<file path="src/hdl/button_click_hold_classifier_assert.svh">
// Assertion macros shared by the button classifier RTL.
`ifndef BUTTON_CLICK_HOLD_CLASSIFIER_ASSERT_SVH
`define BUTTON_CLICK_HOLD_CLASSIFIER_ASSERT_SVH

// Checks that a condition holds at every rising clock edge outside reset.
`define BCHC_ASSERT_ALWAYS(lbl, cond, msg) \
	lbl: assert property (@(posedge clk) disable iff (!arst_n) (cond)) else $error(msg);

// Checks that the consequent holds in the same cycle as the antecedent.
`define BCHC_ASSERT_IMPL(lbl, ante, cons, msg) \
	lbl: assert property (@(posedge clk) disable iff (!arst_n) (ante) |-> (cons)) \
		else $error(msg);

// Checks that the consequent holds in the cycle after the antecedent.
`define BCHC_ASSERT_NEXT(lbl, ante, cons, msg) \
	lbl: assert property (@(posedge clk) disable iff (!arst_n) (ante) |=> (cons)) \
		else $error(msg);

`endif

</file>
<file path="src/hdl/bchc_pkg.sv">
// Package with the types and constants of the button click and hold classifier.
`timescale 1ns / 1ps

package bchc_pkg;

	localparam int unsigned TimeW = 32;
	localparam int unsigned MsW = 16;
	localparam int unsigned CfgIdxW = 2;

	typedef enum logic [2:0] {
		EV_RELEASED = 3'd0,
		EV_PRESSED  = 3'd1,
		EV_HELD     = 3'd2,
		EV_CLICK    = 3'd3,
		EV_DOUBLE   = 3'd4,
		EV_UP       = 3'd5
	} bchc_event_t;

	localparam logic [CfgIdxW-1:0] REG_ACTIVE_LOW   = 2'd0;
	localparam logic [CfgIdxW-1:0] REG_DEBOUNCE     = 2'd1;
	localparam logic [CfgIdxW-1:0] REG_HOLD_TIMEOUT = 2'd2;
	localparam logic [CfgIdxW-1:0] REG_DOUBLE_CLICK = 2'd3;

	localparam logic [MsW-1:0] DEBOUNCE_RST     = 16'd50;
	localparam logic [MsW-1:0] HOLD_TIMEOUT_RST = 16'd500;
	localparam logic [MsW-1:0] DOUBLE_CLICK_RST = 16'd300;

	typedef struct packed {
		logic           active_low;
		logic [MsW-1:0] debounce_ms;
		logic [MsW-1:0] hold_timeout_ms;
		logic [MsW-1:0] double_click_ms;
	} bchc_cfg_t;

endpackage

</file>
<file path="src/hdl/bchc_core.sv">
// Classifier state and the combinational next-state and event logic.
`timescale 1ns / 1ps
`include "button_click_hold_classifier_assert.svh"

module bchc_core
	import bchc_pkg::*;
(
	input  logic             clk,
	input  logic             arst_n,
	input  logic             step,
	input  logic             pin_level,
	input  logic [TimeW-1:0] now_ms,
	input  bchc_cfg_t        cfg,
	output bchc_event_t      event_next
);

	logic             stable_level_q;
	logic             debounce_pending_q;
	logic [TimeW-1:0] debounce_start_q;
	logic [TimeW-1:0] press_start_q;
	logic [TimeW-1:0] first_click_time_q;
	logic             click_pending_q;
	bchc_event_t      last_event_q;

	logic             stable_level_d;
	logic             debounce_pending_d;
	logic [TimeW-1:0] debounce_start_d;
	logic [TimeW-1:0] press_start_d;
	logic [TimeW-1:0] first_click_time_d;
	logic             click_pending_d;
	bchc_event_t      last_event_d;

	logic             level;
	logic             take_level;
	logic [TimeW-1:0] since_click;
	logic [TimeW-1:0] since_press;
	logic [TimeW-1:0] since_debounce;
	logic             in_window;

	// Differences wrap modulo 2^32 by plain unsigned subtraction.
	assign level          = pin_level ^ cfg.active_low;
	assign since_click    = now_ms - first_click_time_q;
	assign since_press    = now_ms - press_start_q;
	assign since_debounce = now_ms - debounce_start_q;
	assign in_window      = since_click <= {{(TimeW-MsW){1'b0}}, cfg.double_click_ms};

	always_comb begin
		stable_level_d     = stable_level_q;
		debounce_pending_d = debounce_pending_q;
		debounce_start_d   = debounce_start_q;
		press_start_d      = press_start_q;
		first_click_time_d = first_click_time_q;
		click_pending_d    = click_pending_q;
		last_event_d       = last_event_q;
		take_level         = 1'b0;

		if (level == stable_level_q) begin
			// A bounce back while a debounce is pending changes nothing.
			if (!debounce_pending_q) begin
				if (!level) begin
					last_event_d = EV_RELEASED;
					if (!in_window) begin
						click_pending_d = 1'b0;
					end
				end else if (since_press < {{(TimeW-MsW){1'b0}}, cfg.hold_timeout_ms}) begin
					last_event_d = EV_PRESSED;
				end else begin
					last_event_d = EV_HELD;
				end
			end
		end else if (cfg.debounce_ms != '0) begin
			if (!debounce_pending_q) begin
				debounce_start_d   = now_ms;
				debounce_pending_d = 1'b1;
			end else if (since_debounce >= {{(TimeW-MsW){1'b0}}, cfg.debounce_ms}) begin
				take_level = 1'b1;
			end
		end else begin
			take_level = 1'b1;
		end

		if (take_level) begin
			debounce_pending_d = 1'b0;
			stable_level_d     = level;
			if (level) begin
				press_start_d = now_ms;
				if (!click_pending_q) begin
					last_event_d       = EV_CLICK;
					click_pending_d    = 1'b1;
					first_click_time_d = now_ms;
				end else if (in_window) begin
					last_event_d    = EV_DOUBLE;
					click_pending_d = 1'b0;
				end
				// A late second press keeps the click pending and repeats the last event.
			end else begin
				last_event_d = EV_UP;
			end
		end
	end

	always_ff @(posedge clk or negedge arst_n) begin
		if (!arst_n) begin
			stable_level_q     <= 1'b0;
			debounce_pending_q <= 1'b0;
			debounce_start_q   <= '0;
			press_start_q      <= '0;
			first_click_time_q <= '0;
			click_pending_q    <= 1'b0;
			last_event_q       <= EV_RELEASED;
		end else if (step) begin
			stable_level_q     <= stable_level_d;
			debounce_pending_q <= debounce_pending_d;
			debounce_start_q   <= debounce_start_d;
			press_start_q      <= press_start_d;
			first_click_time_q <= first_click_time_d;
			click_pending_q    <= click_pending_d;
			last_event_q       <= last_event_d;
		end
	end

	assign event_next = last_event_d;

	`BCHC_ASSERT_IMPL(a_click_keeps_pending, last_event_q == EV_CLICK, click_pending_q, "click reported without a pending click")
	`BCHC_ASSERT_IMPL(a_double_clears_pending, last_event_q == EV_DOUBLE, !click_pending_q, "double click left a click pending")
	`BCHC_ASSERT_IMPL(a_pressed_is_stable_high, last_event_q == EV_PRESSED || last_event_q == EV_HELD, stable_level_q, "pressed or held reported while released")

endmodule

</file>
<file path="src/hdl/button_click_hold_classifier.sv">
// Top level of the button click and hold classifier with handshakes and registers.
`timescale 1ns / 1ps
`include "button_click_hold_classifier_assert.svh"

// Classifies timestamped pin samples into released, pressed, held, click, double click and
// up events, with debounce and a double-click window. One sample may be accepted in every
// clock cycle while sample_stall is low; each yields one event, passing through the input
// register and then the event register. The rate is set by the state update, which
// evaluates each sample against the registered state (32-bit time subtractions and compares)
// combinationally. Configuration is written through the cfg channel, which is always ready;
// write it only while no samples are in flight.
module button_click_hold_classifier
	import bchc_pkg::*;
(
	input  logic               clk,
	input  logic               arst_n,
	input  logic               sample_valid,
	output logic               sample_stall,
	input  logic               pin_level,
	input  logic [TimeW-1:0]   now_ms,
	output logic               event_valid,
	input  logic               event_stall,
	output logic [2:0]         button_event,
	input  logic               cfg_valid,
	output logic               cfg_ready,
	input  logic [CfgIdxW-1:0] cfg_index,
	input  logic [MsW-1:0]     cfg_data
);

	bchc_cfg_t        cfg_q;
	logic             valid_s1;
	logic             level_s1;
	logic [TimeW-1:0] now_s1;
	logic             event_valid_q;
	bchc_event_t      event_q;
	bchc_event_t      event_next;
	logic             advance;
	logic             step;

	assign cfg_ready = 1'b1;

	always_ff @(posedge clk or negedge arst_n) begin
		if (!arst_n) begin
			cfg_q.active_low      <= 1'b0;
			cfg_q.debounce_ms     <= DEBOUNCE_RST;
			cfg_q.hold_timeout_ms <= HOLD_TIMEOUT_RST;
			cfg_q.double_click_ms <= DOUBLE_CLICK_RST;
		end else if (cfg_valid && cfg_ready) begin
			case (cfg_index)
				REG_ACTIVE_LOW:   cfg_q.active_low      <= cfg_data[0];
				REG_DEBOUNCE:     cfg_q.debounce_ms     <= cfg_data;
				REG_HOLD_TIMEOUT: cfg_q.hold_timeout_ms <= cfg_data;
				REG_DOUBLE_CLICK: cfg_q.double_click_ms <= cfg_data;
				default: begin
				end
			endcase
		end
	end

	// The input register moves on whenever the event register is empty or being taken.
	assign advance      = !event_valid_q || !event_stall;
	assign step         = valid_s1 && advance;
	assign sample_stall = valid_s1 && !advance;

	always_ff @(posedge clk or negedge arst_n) begin
		if (!arst_n) begin
			valid_s1 <= 1'b0;
		end else if (!sample_stall) begin
			valid_s1 <= sample_valid;
		end
	end

	always_ff @(posedge clk) begin
		if (sample_valid && !sample_stall) begin
			level_s1 <= pin_level;
			now_s1   <= now_ms;
		end
	end

	bchc_core u_core (
		.clk        (clk),
		.arst_n     (arst_n),
		.step       (step),
		.pin_level  (level_s1),
		.now_ms     (now_s1),
		.cfg        (cfg_q),
		.event_next (event_next)
	);

	always_ff @(posedge clk or negedge arst_n) begin
		if (!arst_n) begin
			event_valid_q <= 1'b0;
		end else if (advance) begin
			event_valid_q <= valid_s1;
		end
	end

	always_ff @(posedge clk) begin
		if (step) begin
			event_q <= event_next;
		end
	end

	assign event_valid  = event_valid_q;
	assign button_event = event_q;

	`BCHC_ASSERT_IMPL(a_stall_needs_full_pipe, sample_stall, valid_s1 && event_valid_q && event_stall, "input stalled while the pipeline can move")
	`BCHC_ASSERT_NEXT(a_step_gives_event, step, event_valid, "a processed sample produced no event")
	`BCHC_ASSERT_NEXT(a_debounce_write, cfg_valid && cfg_index == REG_DEBOUNCE, cfg_q.debounce_ms == $past(cfg_data), "debounce register write was lost")

endmodule
</file>
<file path="config.mk">
export PLATFORM = sky130hd
export DESIGN_NAME = button_click_hold_classifier
export DESIGN_NICKNAME = d
export VERILOG_FILES = /design/src/hdl/bchc_pkg.sv /design/src/hdl/bchc_core.sv /design/src/hdl/button_click_hold_classifier.sv
export VERILOG_INCLUDE_DIRS = /design/src /design/src/hdl
export SDC_FILE = /design/constraint.sdc
export NUM_CORES = 1
export LEC_CHECK = 0
export BUFFER_PORTS_ARGS = -buffer_cell sky130_fd_sc_hd__buf_2
export CAP_MARGIN = 20
export CORE_ASPECT_RATIO = 1.5
export CORE_MARGIN = 2
export CORE_UTILIZATION = 61
export CTS_CLUSTER_SIZE = 25
export DETAILED_ROUTE_END_ITERATION = 10
export PLACE_DENSITY = 0.79
export SLEW_MARGIN = 20
export SYNTH_ARGS = -nofsm -noshare
export SYNTH_HDL_FRONTEND = slang
export SYNTH_HIERARCHICAL = 1
export SYNTH_SLANG_ARGS = --single-unit
</file>
<file path="constraint.sdc">
create_clock -name clk -period 5.6 [get_ports clk]
set_input_delay 1.4 -clock clk [delete_from_list [all_inputs] [get_ports clk]]
set_output_delay 1.4 -clock clk [all_outputs]
set_load 0.03 [all_outputs]
</file>
==> impl_metrics.ini <==
[floorplan]
core_um2 = 23100
io_pins = 62
die_x_um = 129
placementRows = 68
dieArea_um2 = 24800
initial_utilization_pct = 62.1
fp.dieH_um = 192

[clock_network]
holdBufCountCts = 0
h-tree-depth = 4
cts_inserted_buffers = 17
cts_tree = built
cts_root_buf = clkbuf_16
clk_latency_ps = 450
clockBufferDepth = 2
clk_pin_slew_ps = 80
cts_sinks = 189

[placed_design]
portBuffers = 60
hpwl_mm = 27.9
gp_congestion = 0.944
dp.cells = 1857

[sta]
setup_violations = 0
slew_headroom_pct = 50.6
hold_viol_final = 0
max_freq_mhz = 187
fin_crit_sh_pct = 95.6
clock_skew_ps = 15.7
fin_crit_ps = 5350
worst_pin_slew_ps = 741
drv_slew = 0

[routing]
drc = 0
ant_nets = 0
routed_wl_mm = 35.7
drtIter0Drc = 704
via_per_inst = 6.09
wire_per_inst_um = 18.9
drt_first_pass_iters = 9
vias = 11500

[worst_setup_path]
cp_num_buf_inv = 3
slowest_delay_ps = 440
crit_type = reg2reg
cp.required_ps = 5940
crit_arrival_ps = 5690
start_kind = flop
path_delay_family = compound AO/OA/AOI/OAI gates
cp-end-kind = flop
cp_common_cell = a21o_1
crit_fanout = 21
crit_slowest_cell = a2111oi_2

[grt]
antenna_found_initial = 0
grt_max_degree = 79
first_global_vias = 11600
grt_pass1_wl_mm = 57.7
grt_overflow = 0
gr-usage-all-layers_pct = 29.8

[yosys]
synthFlopType = dfrtp_1
synthesis.nets = 1716
yosys_register_bits = 189
netlist.area_leader.share_pct = 24.5
synth_area_leaders = dfrtp_1 24%, ha_1 12%, edfxtp_1 7.5%
synthTopCellsByCount = 169 x inv_1, 140 x dfrtp_1, 140 x ha_1, 117 x nand2_1, 109 x a21oi_1
postSynthCellCount = 1517
synth.most_common_cell = inv_1
async_flop_share_pct = 81.0
yosysWarnings = 6
seq_area_frac_synth_pct = 34.4
synthesis.area_um2 = 14300
synth.distinct_cells = 84
avgSynthCellArea_um2 = 9.44
yosysTopAreaCell = dfrtp_1
synth-edff-count = 36

[layout]
antenna_cells = 0
layout.nets = 1761
nFillCells = 1837
final_cells = 1890
drive_above_1_share_pct = 16.6
post-route-util_pct = 67.6
area_growth_pct = 8.76

[power]
seqPwrFrac_pct = 24.0
p_comb_share_pct = 61.9
sw_frac_of_total_pct = 45.2
power_leakage_nw = 7.30
p_int_mw = 4.89
power_mw = 8.93
power_frac_clock_pct = 14.1
p_per_area_nw_per_um2 = 573
peakVddDrop_uv = 276
p_switching_mw = 4.04

[job]
max_cap_viol_count = 0

[status]
run_status = completed

[hold_path]
hold_class = reg2reg
[cell families after synthesis]
logic type | Yosys count | share of synthesized area [%]
multiplexers | 121 | 11.0
AND/OR/NAND/NOR | 358 | 12.7
other | 1 | 0.0262
XOR/XNOR | 64 | 3.91
AO/OA/AOI/OAI | 418 | 18.9
flip-flops | 189 | 34.4
adder cells (fa/ha/maj) | 143 | 12.6
buffers and inverters | 223 | 6.35
[cells in the final DEF (no fill, tap or decap), types with 18 or more instances in the layout]
cell type and instances:
o211ai_1 21, nand3_1 23, a31oi_1 18, nor3_1 22, buf_2 59, nand2_1 117
nor2_1 66, a21o_1 44, mux2_4 59, o21a_1 23, dfrtp_1 140, inv_1 169
a21oi_1 108, xnor2_1 34, nand4_1 36, xor2_1 30, o21ai_0 95, edfxtp_1 36
mux2_2 55, ha_1 140
[cell type report]
class | instances | area, µm² | share of cell area [%]
multi-input combinational | 1105 | 8510 | 54.6
clock inverter | 14 | 190 | 1.22
clock buffer | 18 | 439 | 2.82
tap | 315 | 394 | 2.53
sequential | 189 | 4930 | 31.6
timing repair buffer | 80 | 485 | 3.12
inverter | 169 | 634 | 4.07
[metal layers]
layer / global-route usage, % / wire length (µm) / share of wire (%)
met2: 51.5 / 17800 / 50
met5: 0 / 0 / 0
met4: 19.2 / 2410 / 6.8
met3: 4.09 / 1250 / 3.5
met1: 34.1 / 14300 / 40
[power groups by stage]
stage | sequential, mW | clock, mW | combinational, mW
after floorplan | 2.09 | 0 | 4.26
after global placement | 2.15 | 0 | 5.21
after detailed placement | 2.16 | 0 | 5.37
after CTS | 2.14 | 1.28 | 5.44
after global routing | 2.19 | 1.33 | 6.16
final | 2.14 | 1.26 | 5.53
[repair_timing]
item,in CTS,in global routing
endpoints found under the setup margin,24,65
cloned,0,0
pin swaps,0,3
setup buffers,0,1
gates resized for setup,2,4
[worst register-to-register path, stage by stage (launching register included)]
cell and delay, ps:
edfxtp_1 410, inv_1 90, ha_1 160, inv_1 50
fa_1 430, a211oi_2 240, o31ai_1 120, a21o_1 190
a21o_1 200, a21o_1 200, a21oi_2 170, o21bai_1 70
a21oi_1 170, xnor2_1 80, ha_1 190, a21oi_1 120
nor2b_1 50, o21ai_0 140, o21ai_0 140, a2111oi_2 440
o211ai_1 170, nor4_2 280, nand4_2 210, and4_4 270
nand2_4 90, buf_12 190, mux2_2 370
[worst paths after layout]
| kind | start | endpoint | slack [ps] | cells after the start |
|---|---|---|---|---|
| hold / removal | u_core/debounce_start_q[1] | u_core/debounce_start_q[1] | 490 | 2 |
| setup / recovery | now_s1[0] | u_core/first_click_time_q[2] | 250 | 26 |
| hold reg to reg | u_core/debounce_start_q[1] | u_core/debounce_start_q[1] | 490 | 2 |
| setup reg to reg | now_s1[0] | u_core/first_click_time_q[2] | 250 | 26 |
| min in group asynchronous | arst_n | u_core/debounce_start_q[2] | 990 | 1 |
| max in group asynchronous | arst_n | u_core/debounce_start_q[14] | 3580 | 2 |
[through the flow]
| step | area, µm² | worst slack, ps | hold slack, ps | TNS (ps) |
|---|---|---|---|---|
| 2_1_floorplan | 14300 | 725 | 443 | 0 |
| 3_3_place_gp | 14900 | 73.5 | 459 | 0 |
| 3_5_place_dp | 14900 | -101 | 473 | -154 |
| 4_1_cts | 15600 | 80.3 | 492 | 0 |
| 5_1_grt | 15600 | -7.91 | 514 | -7.91 |
| 6_report | 15600 | 248 | 489 | 0 |
[state kept, by name (all words and copies together) (netlist names), 3 cells and up]
name	cells
u_core/first_click_time_q	32
cfg_q	49
u_core/last_event_q	3
now_s1	32
button_event	3
u_core/press_start_q	32
u_core/debounce_start_q	32
Power figures use the tool's default switching activity.
